### config.mk
export PLATFORM = sky130hd
export DESIGN_NAME = audio_level_meter_core
export DESIGN_NICKNAME = d
export VERILOG_FILES = /design/src/sv/alm_pkg.sv /design/src/sv/alm_front.sv /design/src/sv/alm_queue.sv /design/src/sv/alm_back.sv /design/src/sv/audio_level_meter_core.sv
export VERILOG_INCLUDE_DIRS = /design/src /design/src/sv
export SDC_FILE = /design/constraint.sdc
export NUM_CORES = 2
export LEC_CHECK = 0
export BUFFER_PORTS_ARGS = -buffer_cell sky130_fd_sc_hd__buf_4
export CAP_MARGIN = 0
export CORE_UTILIZATION = 29
export DETAILED_ROUTE_END_ITERATION = 16
export GPL_TIMING_DRIVEN = 0
export PLACE_DENSITY_LB_ADDON = 0.05
export REMOVE_ABC_BUFFERS = 1
export SLEW_MARGIN = 20
export SYNTH_ARGS = -nofsm -noshare
export SYNTH_HDL_FRONTEND = slang
export SYNTH_SLANG_ARGS = --single-unit
### constraint.sdc
create_clock -name clk -period 24 [get_ports clk]
set_clock_uncertainty 0.05 [all_clocks]
set_input_delay 2.4 -clock clk [delete_from_list [all_inputs] [get_ports clk]]
set_output_delay 2.4 -clock clk [all_outputs]
set_load 0.05 [all_outputs]
### src/sv/audio_level_meter_core_defines.svh
// Assertion macros for the audio level meter core.
// Included by the modules that check their own control logic; expects clk and rst_n.
`ifndef AUDIO_LEVEL_METER_CORE_DEFINES_SVH
`define AUDIO_LEVEL_METER_CORE_DEFINES_SVH

// same-cycle implication, inactive during reset
`define ALM_ASSERT_NOW(lbl, ante, cons, msg) \
    lbl: assert property (@(posedge clk) disable iff (!rst_n) (ante) |-> (cons)) \
        else $error(msg);

// next-cycle implication, inactive during reset
`define ALM_ASSERT_NEXT(lbl, ante, cons, msg) \
    lbl: assert property (@(posedge clk) disable iff (!rst_n) (ante) |=> (cons)) \
        else $error(msg);

`endif

### src/sv/alm_pkg.sv
// Shared types and constants of the audio level meter core.
// No dependencies; imported by every module of the block but alm_queue.
`timescale 1ns / 1ps

package alm_pkg;

    localparam int SAMPLE_W   = 24;
    localparam int MAG_W      = 23;
    localparam int COEF_W     = 16;
    localparam int CFG_COEF_W = 17;
    localparam int CH_W       = 4;
    localparam int HOLD_W     = 20;
    localparam int FRAME_W    = 13;
    localparam int SQ_W       = 2 * MAG_W;
    localparam int CFG_IDX_W  = 3;
    localparam int CFG_DATA_W = 23;

    localparam logic [MAG_W-1:0]      MAG_MAX   = {MAG_W{1'b1}};
    localparam logic [FRAME_W-1:0]    FRAME_MAX = {FRAME_W{1'b1}};
    localparam logic [CFG_COEF_W-1:0] COEF_ONE  = 17'h10000;
    localparam logic [COEF_W-1:0]     DECAY_Q16 = 16'd60293;

    localparam logic [CFG_IDX_W-1:0] REG_CHANNEL_COUNT  = 3'd0;
    localparam logic [CFG_IDX_W-1:0] REG_CLIP_THRESHOLD = 3'd1;
    localparam logic [CFG_IDX_W-1:0] REG_ATTACK_COEF    = 3'd2;
    localparam logic [CFG_IDX_W-1:0] REG_RELEASE_COEF   = 3'd3;
    localparam logic [CFG_IDX_W-1:0] REG_HOLD_FRAMES    = 3'd4;

    typedef struct packed {
        logic [CH_W-1:0]       channel_count;
        logic [MAG_W-1:0]      clip_threshold;
        logic [CFG_COEF_W-1:0] attack_coef;
        logic [CFG_COEF_W-1:0] release_coef;
        logic [HOLD_W-1:0]     hold_frames;
    } alm_cfg_t;

    typedef struct packed {
        logic [MAG_W-1:0]   peak;
        logic [MAG_W-1:0]   left;
        logic [MAG_W-1:0]   right;
        logic [FRAME_W-1:0] frames;
        logic               clip;
    } alm_summary_t;

endpackage

### src/sv/alm_front.sv
// Front end: per-sample magnitude, peaks, sum of squares, frame and clip tracking.
// Pushes one block summary per block end. Depends on alm_pkg.
`timescale 1ns / 1ps

module alm_front #(
    parameter int MAX_BLOCK_SAMPLES = 4096,
    parameter int CNT_W             = 13,
    parameter int SUM_W             = 59
) (
    input  logic                          clk,
    input  logic                          rst_n,
    input  alm_pkg::alm_cfg_t             cfg,
    input  logic signed [23:0]            sample,
    input  logic                          last_of_block,
    input  logic                          in_valid,
    output logic                          in_ready,
    input  logic                          q_full,
    output logic                          q_push,
    output alm_pkg::alm_summary_t         q_summary,
    output logic [SUM_W-1:0]              q_sum,
    output logic [CNT_W-1:0]              q_count
);
    import alm_pkg::*;

    logic [MAG_W-1:0]   peak_reg, peak_next;
    logic [MAG_W-1:0]   left_reg, left_next;
    logic [MAG_W-1:0]   right_reg, right_next;
    logic [SUM_W-1:0]   sum_reg, sum_next;
    logic [CNT_W-1:0]   count_reg, count_next;
    logic [FRAME_W-1:0] frame_reg, frame_next;
    logic [2:0]         pos_reg, pos_next;
    logic               clip_reg, clip_next;

    logic [CH_W-1:0]     cnt_eff;
    logic [SAMPLE_W-1:0] mag_wide;
    logic [MAG_W-1:0]    mag;
    logic [SQ_W-1:0]     sq;
    logic [CH_W-1:0]     pos_inc;
    logic                multi;
    logic                room;
    logic                accept;

    assign in_ready = ~q_full;
    assign accept   = in_valid & in_ready;
    assign q_push   = accept & last_of_block;

    always_comb
    begin
        if (cfg.channel_count == 4'd0)
        begin
            cnt_eff = 4'd1;
        end
        else if (cfg.channel_count > 4'd8)
        begin
            cnt_eff = 4'd8;
        end
        else
        begin
            cnt_eff = cfg.channel_count;
        end
        multi    = (cnt_eff >= 4'd2);
        mag_wide = sample[SAMPLE_W-1] ? (~$unsigned(sample) + 24'd1) : $unsigned(sample);
        mag      = mag_wide[SAMPLE_W-1] ? MAG_MAX : mag_wide[MAG_W-1:0];
        sq       = SQ_W'(mag) * SQ_W'(mag);
        room     = (count_reg < CNT_W'(MAX_BLOCK_SAMPLES));

        peak_next  = (mag > peak_reg) ? mag : peak_reg;
        left_next  = (multi && pos_reg == 3'd0 && mag > left_reg) ? mag : left_reg;
        right_next = (multi && pos_reg == 3'd1 && mag > right_reg) ? mag : right_reg;
        sum_next   = room ? (sum_reg + SUM_W'(sq)) : sum_reg;
        count_next = room ? (count_reg + CNT_W'(1)) : count_reg;
        frame_next = (pos_reg == 3'd0 && frame_reg < FRAME_MAX) ?
                     (frame_reg + FRAME_W'(1)) : frame_reg;
        pos_inc    = {1'b0, pos_reg} + 4'd1;
        pos_next   = (pos_inc >= cnt_eff) ? 3'd0 : pos_inc[2:0];
        clip_next  = clip_reg | (mag >= cfg.clip_threshold);

        q_summary.peak   = peak_next;
        q_summary.left   = multi ? left_next : peak_next;
        q_summary.right  = multi ? right_next : peak_next;
        q_summary.frames = frame_next;
        q_summary.clip   = clip_next;
        q_sum            = sum_next;
        q_count          = count_next;
    end

    always_ff @(posedge clk or negedge rst_n)
    begin
        if (!rst_n)
        begin
            peak_reg  <= '0;
            left_reg  <= '0;
            right_reg <= '0;
            sum_reg   <= '0;
            count_reg <= '0;
            frame_reg <= '0;
            pos_reg   <= '0;
            clip_reg  <= 1'b0;
        end
        else if (accept)
        begin
            clip_reg <= clip_next;
            if (last_of_block)
            begin
                peak_reg  <= '0;
                left_reg  <= '0;
                right_reg <= '0;
                sum_reg   <= '0;
                count_reg <= '0;
                frame_reg <= '0;
                pos_reg   <= '0;
            end
            else
            begin
                peak_reg  <= peak_next;
                left_reg  <= left_next;
                right_reg <= right_next;
                sum_reg   <= sum_next;
                count_reg <= count_next;
                frame_reg <= frame_next;
                pos_reg   <= pos_next;
            end
        end
    end

endmodule

### src/sv/alm_queue.sv
// Two-entry word queue between the front end and the back end.
// Generic width; no package dependencies.
`timescale 1ns / 1ps

module alm_queue #(
    parameter int WIDTH = 130
) (
    input  logic             clk,
    input  logic             rst_n,
    input  logic             push,
    input  logic [WIDTH-1:0] push_data,
    input  logic             pop,
    output logic [WIDTH-1:0] pop_data,
    output logic             full,
    output logic             not_empty
);

    logic [WIDTH-1:0] slot_reg [2];
    logic             wr_ptr_reg, wr_ptr_next;
    logic             rd_ptr_reg, rd_ptr_next;
    logic [1:0]       fill_reg, fill_next;
    logic             do_push;
    logic             do_pop;

    assign full      = (fill_reg == 2'd2);
    assign not_empty = (fill_reg != 2'd0);
    assign pop_data  = slot_reg[rd_ptr_reg];
    assign do_push   = push & ~full;
    assign do_pop    = pop & not_empty;

    always_comb
    begin
        wr_ptr_next = do_push ? ~wr_ptr_reg : wr_ptr_reg;
        rd_ptr_next = do_pop ? ~rd_ptr_reg : rd_ptr_reg;
        fill_next   = fill_reg + {1'b0, do_push} - {1'b0, do_pop};
    end

    always_ff @(posedge clk)
    begin
        if (do_push)
        begin
            slot_reg[wr_ptr_reg] <= push_data;
        end
    end

    always_ff @(posedge clk or negedge rst_n)
    begin
        if (!rst_n)
        begin
            wr_ptr_reg <= 1'b0;
            rd_ptr_reg <= 1'b0;
            fill_reg   <= 2'd0;
        end
        else
        begin
            wr_ptr_reg <= wr_ptr_next;
            rd_ptr_reg <= rd_ptr_next;
            fill_reg   <= fill_next;
        end
    end

endmodule

### src/sv/alm_back.sv
// Back end: serial divide and square root for RMS, envelope and peak hold update.
// Holds the result word until taken. Depends on alm_pkg and the assertion macros.
`timescale 1ns / 1ps
`include "audio_level_meter_core_defines.svh"

module alm_back #(
    parameter int CNT_W = 13,
    parameter int SUM_W = 59
) (
    input  logic                  clk,
    input  logic                  rst_n,
    input  alm_pkg::alm_cfg_t     cfg,
    input  logic                  q_valid,
    input  alm_pkg::alm_summary_t q_summary,
    input  logic [SUM_W-1:0]      q_sum,
    input  logic [CNT_W-1:0]      q_count,
    output logic                  q_pop,
    output logic                  out_valid,
    input  logic                  out_ready,
    output logic [22:0]           envelope_level,
    output logic [22:0]           rms_level,
    output logic [22:0]           left_peak,
    output logic [22:0]           right_peak,
    output logic [22:0]           held_peak,
    output logic                  clip_seen
);
    import alm_pkg::*;

    localparam int STEP_W = $clog2(SUM_W);
    localparam int EPROD_W = MAG_W + CFG_COEF_W;
    localparam int DPROD_W = MAG_W + COEF_W;

    typedef enum logic [4:0] {
        ST_IDLE = 5'b00001,
        ST_DIV  = 5'b00010,
        ST_SQRT = 5'b00100,
        ST_MUL  = 5'b01000,
        ST_EMIT = 5'b10000
    } alm_state_t;

    alm_state_t          state_reg, state_next;
    alm_summary_t        summ_reg, summ_next;
    logic [SUM_W-1:0]    dq_reg, dq_next;
    logic [CNT_W-1:0]    div_cnt_reg, div_cnt_next;
    logic [CNT_W-1:0]    rem_reg, rem_next;
    logic [STEP_W-1:0]   step_reg, step_next;
    logic [SQ_W-1:0]     rad_reg, rad_next;
    logic [MAG_W:0]      srem_reg, srem_next;
    logic [MAG_W-1:0]    root_reg, root_next;
    logic [EPROD_W-1:0]  eprod_reg, eprod_next;
    logic [DPROD_W-1:0]  dprod_reg, dprod_next;
    logic                up_reg, up_next;
    logic [MAG_W-1:0]    envelope_reg, envelope_next;
    logic [MAG_W-1:0]    hold_reg, hold_next;
    logic [HOLD_W-1:0]   timer_reg, timer_next;
    logic                out_valid_reg, out_valid_next;
    logic [MAG_W-1:0]    env_out_reg, env_out_next;
    logic [MAG_W-1:0]    rms_out_reg, rms_out_next;
    logic [MAG_W-1:0]    left_out_reg, left_out_next;
    logic [MAG_W-1:0]    right_out_reg, right_out_next;
    logic [MAG_W-1:0]    held_out_reg, held_out_next;
    logic                clip_out_reg, clip_out_next;

    logic [CNT_W:0]        div_shift;
    logic                  div_ge;
    logic [MAG_W+2:0]      sq_cand;
    logic [MAG_W+2:0]      sq_trial;
    logic                  sq_ge;
    logic [MAG_W-1:0]      diff;
    logic [CFG_COEF_W-1:0] coef;
    logic [MAG_W-1:0]      env_step;
    logic [MAG_W-1:0]      decayed;
    logic [HOLD_W-1:0]     timer_sub;
    logic [HOLD_W-1:0]     frames_ext;
    logic                  out_free;

    assign out_free       = ~out_valid_reg | out_ready;
    assign out_valid      = out_valid_reg;
    assign envelope_level = env_out_reg;
    assign rms_level      = rms_out_reg;
    assign left_peak      = left_out_reg;
    assign right_peak     = right_out_reg;
    assign held_peak      = held_out_reg;
    assign clip_seen      = clip_out_reg;

    always_comb
    begin
        div_shift  = {rem_reg, dq_reg[SUM_W-1]};
        div_ge     = (div_shift >= {1'b0, div_cnt_reg});
        sq_cand    = {srem_reg, rad_reg[SQ_W-1:SQ_W-2]};
        sq_trial   = {1'b0, root_reg, 2'b01};
        sq_ge      = (sq_cand >= sq_trial);
        env_step   = eprod_reg[COEF_W+MAG_W-1:COEF_W];
        decayed    = dprod_reg[COEF_W+MAG_W-1:COEF_W];
        frames_ext = HOLD_W'(summ_reg.frames);
        timer_sub  = (timer_reg > frames_ext) ? (timer_reg - frames_ext) : '0;

        state_next     = state_reg;
        summ_next      = summ_reg;
        dq_next        = dq_reg;
        div_cnt_next   = div_cnt_reg;
        rem_next       = rem_reg;
        step_next      = step_reg;
        rad_next       = rad_reg;
        srem_next      = srem_reg;
        root_next      = root_reg;
        eprod_next     = eprod_reg;
        dprod_next     = dprod_reg;
        up_next        = (summ_reg.peak > envelope_reg);
        envelope_next  = envelope_reg;
        hold_next      = hold_reg;
        timer_next     = timer_reg;
        out_valid_next = out_valid_reg & ~out_ready;
        env_out_next   = env_out_reg;
        rms_out_next   = rms_out_reg;
        left_out_next  = left_out_reg;
        right_out_next = right_out_reg;
        held_out_next  = held_out_reg;
        clip_out_next  = clip_out_reg;
        q_pop          = 1'b0;
        coef           = up_next ? cfg.attack_coef : cfg.release_coef;
        if (coef > COEF_ONE)
        begin
            coef = COEF_ONE;
        end
        diff = up_next ? (summ_reg.peak - envelope_reg) : (envelope_reg - summ_reg.peak);

        case (state_reg)
            ST_IDLE:
            begin
                if (q_valid)
                begin
                    q_pop        = 1'b1;
                    summ_next    = q_summary;
                    dq_next      = q_sum;
                    div_cnt_next = q_count;
                    rem_next     = '0;
                    step_next    = STEP_W'(SUM_W - 1);
                    state_next   = ST_DIV;
                end
            end
            ST_DIV:
            begin
                rem_next = div_ge ? CNT_W'(div_shift - {1'b0, div_cnt_reg}) : div_shift[CNT_W-1:0];
                dq_next  = {dq_reg[SUM_W-2:0], div_ge};
                if (step_reg == '0)
                begin
                    rad_next   = dq_next[SQ_W-1:0];
                    srem_next  = '0;
                    root_next  = '0;
                    step_next  = STEP_W'(MAG_W - 1);
                    state_next = ST_SQRT;
                end
                else
                begin
                    step_next = step_reg - STEP_W'(1);
                end
            end
            ST_SQRT:
            begin
                rad_next  = {rad_reg[SQ_W-3:0], 2'b00};
                srem_next = sq_ge ? (MAG_W+1)'(sq_cand - sq_trial) : sq_cand[MAG_W:0];
                root_next = {root_reg[MAG_W-2:0], sq_ge};
                if (step_reg == '0)
                begin
                    state_next = ST_MUL;
                end
                else
                begin
                    step_next = step_reg - STEP_W'(1);
                end
            end
            ST_MUL:
            begin
                eprod_next = EPROD_W'(diff) * EPROD_W'(coef);
                dprod_next = DPROD_W'(hold_reg) * DPROD_W'(DECAY_Q16);
                state_next = ST_EMIT;
            end
            ST_EMIT:
            begin
                if (out_free)
                begin
                    envelope_next = up_reg ? (envelope_reg + env_step) : (envelope_reg - env_step);
                    if (summ_reg.peak >= hold_reg)
                    begin
                        hold_next  = summ_reg.peak;
                        timer_next = cfg.hold_frames;
                    end
                    else
                    begin
                        timer_next = timer_sub;
                        if (timer_sub == '0)
                        begin
                            hold_next = (summ_reg.peak > decayed) ? summ_reg.peak : decayed;
                        end
                    end
                    env_out_next   = envelope_next;
                    rms_out_next   = root_reg;
                    left_out_next  = summ_reg.left;
                    right_out_next = summ_reg.right;
                    held_out_next  = hold_next;
                    clip_out_next  = summ_reg.clip;
                    out_valid_next = 1'b1;
                    state_next     = ST_IDLE;
                end
            end
            default:
            begin
                state_next = ST_IDLE;
            end
        endcase
    end

    always_ff @(posedge clk or negedge rst_n)
    begin
        if (!rst_n)
        begin
            state_reg     <= ST_IDLE;
            summ_reg      <= '0;
            dq_reg        <= '0;
            div_cnt_reg   <= '0;
            rem_reg       <= '0;
            step_reg      <= '0;
            rad_reg       <= '0;
            srem_reg      <= '0;
            root_reg      <= '0;
            eprod_reg     <= '0;
            dprod_reg     <= '0;
            up_reg        <= 1'b0;
            envelope_reg  <= '0;
            hold_reg      <= '0;
            timer_reg     <= '0;
            out_valid_reg <= 1'b0;
            env_out_reg   <= '0;
            rms_out_reg   <= '0;
            left_out_reg  <= '0;
            right_out_reg <= '0;
            held_out_reg  <= '0;
            clip_out_reg  <= 1'b0;
        end
        else
        begin
            state_reg     <= state_next;
            summ_reg      <= summ_next;
            dq_reg        <= dq_next;
            div_cnt_reg   <= div_cnt_next;
            rem_reg       <= rem_next;
            step_reg      <= step_next;
            rad_reg       <= rad_next;
            srem_reg      <= srem_next;
            root_reg      <= root_next;
            eprod_reg     <= eprod_next;
            dprod_reg     <= dprod_next;
            up_reg        <= up_next;
            envelope_reg  <= envelope_next;
            hold_reg      <= hold_next;
            timer_reg     <= timer_next;
            out_valid_reg <= out_valid_next;
            env_out_reg   <= env_out_next;
            rms_out_reg   <= rms_out_next;
            left_out_reg  <= left_out_next;
            right_out_reg <= right_out_next;
            held_out_reg  <= held_out_next;
            clip_out_reg  <= clip_out_next;
        end
    end

    `ALM_ASSERT_NOW(a_pop_only_idle, q_pop, state_reg == ST_IDLE, "queue popped while busy")
    `ALM_ASSERT_NOW(a_div_rem_bound, state_reg == ST_DIV, rem_reg < div_cnt_reg, "divide remainder out of range")
    `ALM_ASSERT_NEXT(a_emit_valid, (state_reg == ST_EMIT) && out_free, out_valid_reg && (state_reg == ST_IDLE), "result word not presented")
    `ALM_ASSERT_NOW(a_env_no_overshoot, (state_reg == ST_EMIT) && out_free && up_reg, envelope_next <= summ_reg.peak, "envelope overshoots block peak")

endmodule

### src/sv/audio_level_meter_core.sv
// Audio level meter top level: configuration registers, front end, queue, back end.
// A result word follows its block through the queue and the back end's serial states.
// Throughput: one sample per cycle; the back end's serial divide and root handle one
// block at a time, and the two-entry queue stalls input once both entries fill.
// Reset: asynchronous active low; clears block state, envelope, hold, clip flag and
// loads configuration defaults. No clearing pass.
`timescale 1ns / 1ps

module audio_level_meter_core #(
    parameter int MAX_BLOCK_SAMPLES = 4096
) (
    input  logic               clk,
    input  logic               rst_n,
    input  logic signed [23:0] sample,
    input  logic               last_of_block,
    input  logic               in_valid,
    output logic               in_ready,
    output logic [22:0]        envelope_level,
    output logic [22:0]        rms_level,
    output logic [22:0]        left_peak,
    output logic [22:0]        right_peak,
    output logic [22:0]        held_peak,
    output logic               clip_seen,
    output logic               out_valid,
    input  logic               out_ready,
    input  logic               cfg_valid,
    output logic               cfg_ready,
    input  logic [2:0]         cfg_index,
    input  logic [22:0]        cfg_data
);
    import alm_pkg::*;

    localparam int CNT_W  = $clog2(MAX_BLOCK_SAMPLES + 1);
    localparam int SUM_W  = SQ_W + CNT_W;
    localparam int WORD_W = $bits(alm_summary_t) + SUM_W + CNT_W;

    alm_cfg_t     cfg_reg, cfg_next;
    logic         q_push;
    logic         q_pop;
    logic         q_full;
    logic         q_not_empty;
    alm_summary_t push_summary;
    alm_summary_t pop_summary;
    logic [SUM_W-1:0]  push_sum, pop_sum;
    logic [CNT_W-1:0]  push_count, pop_count;
    logic [WORD_W-1:0] pop_word;

    assign cfg_ready = 1'b1;

    always_comb
    begin
        cfg_next = cfg_reg;
        if (cfg_valid)
        begin
            case (cfg_index)
                REG_CHANNEL_COUNT:  cfg_next.channel_count  = cfg_data[CH_W-1:0];
                REG_CLIP_THRESHOLD: cfg_next.clip_threshold = cfg_data[MAG_W-1:0];
                REG_ATTACK_COEF:    cfg_next.attack_coef    = cfg_data[CFG_COEF_W-1:0];
                REG_RELEASE_COEF:   cfg_next.release_coef   = cfg_data[CFG_COEF_W-1:0];
                REG_HOLD_FRAMES:    cfg_next.hold_frames    = cfg_data[HOLD_W-1:0];
                default:            cfg_next = cfg_reg;
            endcase
        end
    end

    always_ff @(posedge clk or negedge rst_n)
    begin
        if (!rst_n)
        begin
            cfg_reg.channel_count  <= 4'd2;
            cfg_reg.clip_threshold <= MAG_MAX;
            cfg_reg.attack_coef    <= COEF_ONE;
            cfg_reg.release_coef   <= 17'd6554;
            cfg_reg.hold_frames    <= 20'd72000;
        end
        else
        begin
            cfg_reg <= cfg_next;
        end
    end

    alm_front #(
        .MAX_BLOCK_SAMPLES (MAX_BLOCK_SAMPLES),
        .CNT_W             (CNT_W),
        .SUM_W             (SUM_W)
    ) u_front (
        .clk           (clk),
        .rst_n         (rst_n),
        .cfg           (cfg_reg),
        .sample        (sample),
        .last_of_block (last_of_block),
        .in_valid      (in_valid),
        .in_ready      (in_ready),
        .q_full        (q_full),
        .q_push        (q_push),
        .q_summary     (push_summary),
        .q_sum         (push_sum),
        .q_count       (push_count)
    );

    alm_queue #(
        .WIDTH (WORD_W)
    ) u_queue (
        .clk       (clk),
        .rst_n     (rst_n),
        .push      (q_push),
        .push_data ({push_summary, push_sum, push_count}),
        .pop       (q_pop),
        .pop_data  (pop_word),
        .full      (q_full),
        .not_empty (q_not_empty)
    );

    assign {pop_summary, pop_sum, pop_count} = pop_word;

    alm_back #(
        .CNT_W (CNT_W),
        .SUM_W (SUM_W)
    ) u_back (
        .clk            (clk),
        .rst_n          (rst_n),
        .cfg            (cfg_reg),
        .q_valid        (q_not_empty),
        .q_summary      (pop_summary),
        .q_sum          (pop_sum),
        .q_count        (pop_count),
        .q_pop          (q_pop),
        .out_valid      (out_valid),
        .out_ready      (out_ready),
        .envelope_level (envelope_level),
        .rms_level      (rms_level),
        .left_peak      (left_peak),
        .right_peak     (right_peak),
        .held_peak      (held_peak),
        .clip_seen      (clip_seen)
    );

endmodule
==> results.yml <==
worst_setup_path:
  start_kind: "input pin"
  r2r_setup_slack_ns: 10.49
  crit_slowest_cell: "a21oi_1"
  r2r_end: "u_back.eprod_reg[35]"
  end_kind: "flip-flop"
  crit_path_frequent_cell: "fa_1"
  cp_num_buf_inv: 5
  critical_path.top_delay_family: "adder cells"
  reg2regPathDepth: 33
  crit_path_max_fanout: 19
  r2r_start: "u_back.envelope_reg[14]"
  criticalPathCategory: "input pin to flip-flop"
  required_ns: 24.47
  arrival_ns: 14.04
  slowest_delay_ns: 0.84
routing:
  routed_wl_mm: 280.7
  drtPass1Iterations: 5
  via_per_inst: 4.808
  antenna_left: 0
  num_vias: 60983
  wl_per_cell_um: 22.13
  post-route-drc-count: 0
  drt-initial-drc-count: 3338
sta:
  tightest_slew_ns: 1.136
  max_freq_mhz: 73.69
  timing.final.max_slew_violations: 0
  hold_viol: 0
  min_period_over_period_pct: 56.54
  period_minus_slack_ns: 13.57
  finalSetupTns_ns: 0
  slew_headroom_pct: 24.10
  setup_viol: 0
  rsz0062_at_grt: "no"
clock_tree:
  clock_sinks: 1009
  clkLatencyLatePin_ns: 0.82
  path_clk_slew_ns: 0.06
  clockBufferDepth: 4
  htree_levels: 4
  cts-resized-gates: 0
  cts_setup_buffers: 0
  cts_root_buffer: "clkbuf_16"
  ctsHoldBuffers: 0
  cts_tree: "built"
  cts_made_buffers: 141
status:
  status: "finished, final reports clean"
place:
  io_buffer_count: 173
  routabilityCongestion: 0.8164
  dp_hpwl_mm: 212.9
synth:
  synth_area_per_cell_um2: 9.887
  synth_async_sr_flop_share_pct: 69.28
  synth_cell_types: 111
  syn_area_um2: 85390
  yosysWarnings: 0
  synth-main-ff-cell: "dfrtp_1"
  synth_edf_count: 310
  ys_seq_elements: 1009
  ys_seq_area_share_pct: 31.44
  syn_inst: 8636
final_layout:
  final_cell_mix: "inv_1, nand2_1, fa_1, ha_1, dfrtp_1"
  fin_nets: 10277
  final_common_cell: "inv_1"
  post_route_cells_drive_above_1_share_pct: 9.738
  largest_reg_flops: 310
  area_delta_synth_final_pct: 14.29
die:
  die_width_um: 544.6
  die_h_um: 544.6
  ioPinCount: 175
  initial_core_util_pct: 29.26
  coreArea_um2: 291800
  die_area_um2: 296600
  rows: 198
global_route:
  grt_max_degree: 115
  overflow: 0
  grt_antenna_before_repair: 13
  grt_util_all_layers_pct: 19.21
  grt_pass1_vias: 65481
  grt_pass1_wl_mm: 427.5
worst_hold_path:
  worstHoldEndpoint: "u_back.dq_reg[48]"
  hold_path.class: "flip-flop to flip-flop"
  min_path_cells: 2
  hold_start: "u_back.dq_reg[47]"
run:
  drv_cap: 0
-- cell usage after synthesis (24+ instances only) --
library cell / n / share of area (%)
or3_1: 27 / 0.20
o22ai_1: 30 / 0.22
edfxtp_1: 310 / 11
nand2b_1: 46 / 0.34
nand3_1: 159 / 0.93
nor3_1: 85 / 0.50
a31oi_1: 26 / 0.19
xnor2_1: 147 / 1.5
a22oi_1: 35 / 0.31
o211ai_1: 49 / 0.43
o21ai_0: 595 / 3.5
dfrtp_1: 661 / 19
o21a_1: 46 / 0.40
xor2_1: 109 / 1.1
o31ai_1: 24 / 0.21
mux2i_1: 310 / 3.6
a22o_1: 40 / 0.41
a21oi_1: 289 / 1.7
nand2_1: 913 / 4.0
dfstp_2: 38 / 1.2
fa_1: 858 / 20
nor2b_1: 45 / 0.33
a221oi_1: 50 / 0.51
inv_1: 1339 / 5.9
ha_1: 693 / 10
o221ai_1: 48 / 0.49
buf_2: 72 / 0.42
nor2_1: 508 / 2.2
o21bai_1: 32 / 0.28
a21o_1: 135 / 1.2
and2_1: 53 / 0.39
and3_1: 48 / 0.35
clkbuf_1: 287 / 1.3
nand4_1: 68 / 0.50
mux2_2: 128 / 1.7
-- layout make-up --
cell class                 count  area (µm²)
timing repair buffer         296        3751
sequential                  1009       26860
fill                       30049      194300
inverter                    1357        5097
tap                         3900        4880
clock inverter                58       716.9
multi-input combinational   5865       52290
clock buffer                 195        3986
antenna                        4       10.01
-- through the flow --
stage | area [µm²] | hold slack (ns) | setup slack, ns | utilization [%] | cells
2_1_floorplan | 83610 | 0.3821 | 12.16 | - | 8231
3_3_place_gp | 89780 | 0.4152 | 1.806 | 30.77 | 12304
3_5_place_dp | 92830 | 0.4209 | 9.458 | 31.81 | 12425
4_1_cts | 97530 | 0.4316 | 10.33 | 33.42 | 12678
5_1_grt | 97580 | 0.4474 | 9.696 | 33.44 | 12681
6_report | 97580 | 0.4256 | 10.43 | 33.44 | 12684
-- routing by layer --
metal	vias to the layer above	GRT usage [%]	routed length, µm
li1	28755	-	-
met2	925	33.99	140600
met4	0	4.923	7438
met1	30974	24.94	124300
met3	329	1.854	8334
met5	-	0	0
-- how the worst max path moves through the flow --
stage	cells after the start	start	slack, ns	to
6_report	30	sample[5]	10.43	u_queue.slot_reg[0][70]
3_3_place_gp	4	in_valid	1.81	u_queue.slot_reg[0][88]
4_1_cts	29	sample[5]	10.33	u_queue.slot_reg[1][70]
3_5_place_dp	29	sample[5]	9.46	u_queue.slot_reg[0][70]
2_1_floorplan	30	sample[5]	12.16	u_queue.slot_reg[0][71]
5_1_grt	33	u_back.envelope_reg[14]	9.70	u_back.eprod_reg[35]
-- cells by family after synthesis --
family,count (synthesis),share of synthesized area [%]
AOI/OAI and AO/OA,1545,11.35
xor gates and xnor gates,261,2.721
adders and majority gates,1551,30.27
buffers and inverters,1762,8.049
DFF,1009,31.44
muxes,439,5.340
other,1,0.004392
and+or+nand+nor,2068,10.82
-- worst register-to-register path: cells and delay by family, from the launching register on --
family / cells / cell delay (ns)
XOR/XNOR: 1 / 0.16
adder cells (fa/ha/maj): 8 / 3.87
buffers and inverters: 5 / 0.87
flip-flops: 1 / 0.54
AND/OR/NAND/NOR: 8 / 3.71
AO/OA/AOI/OAI: 11 / 4.13
Power is left out: the tool's default activity adds up to more than one toggle a clock period on the data nets, which glitch-free logic cannot reach.
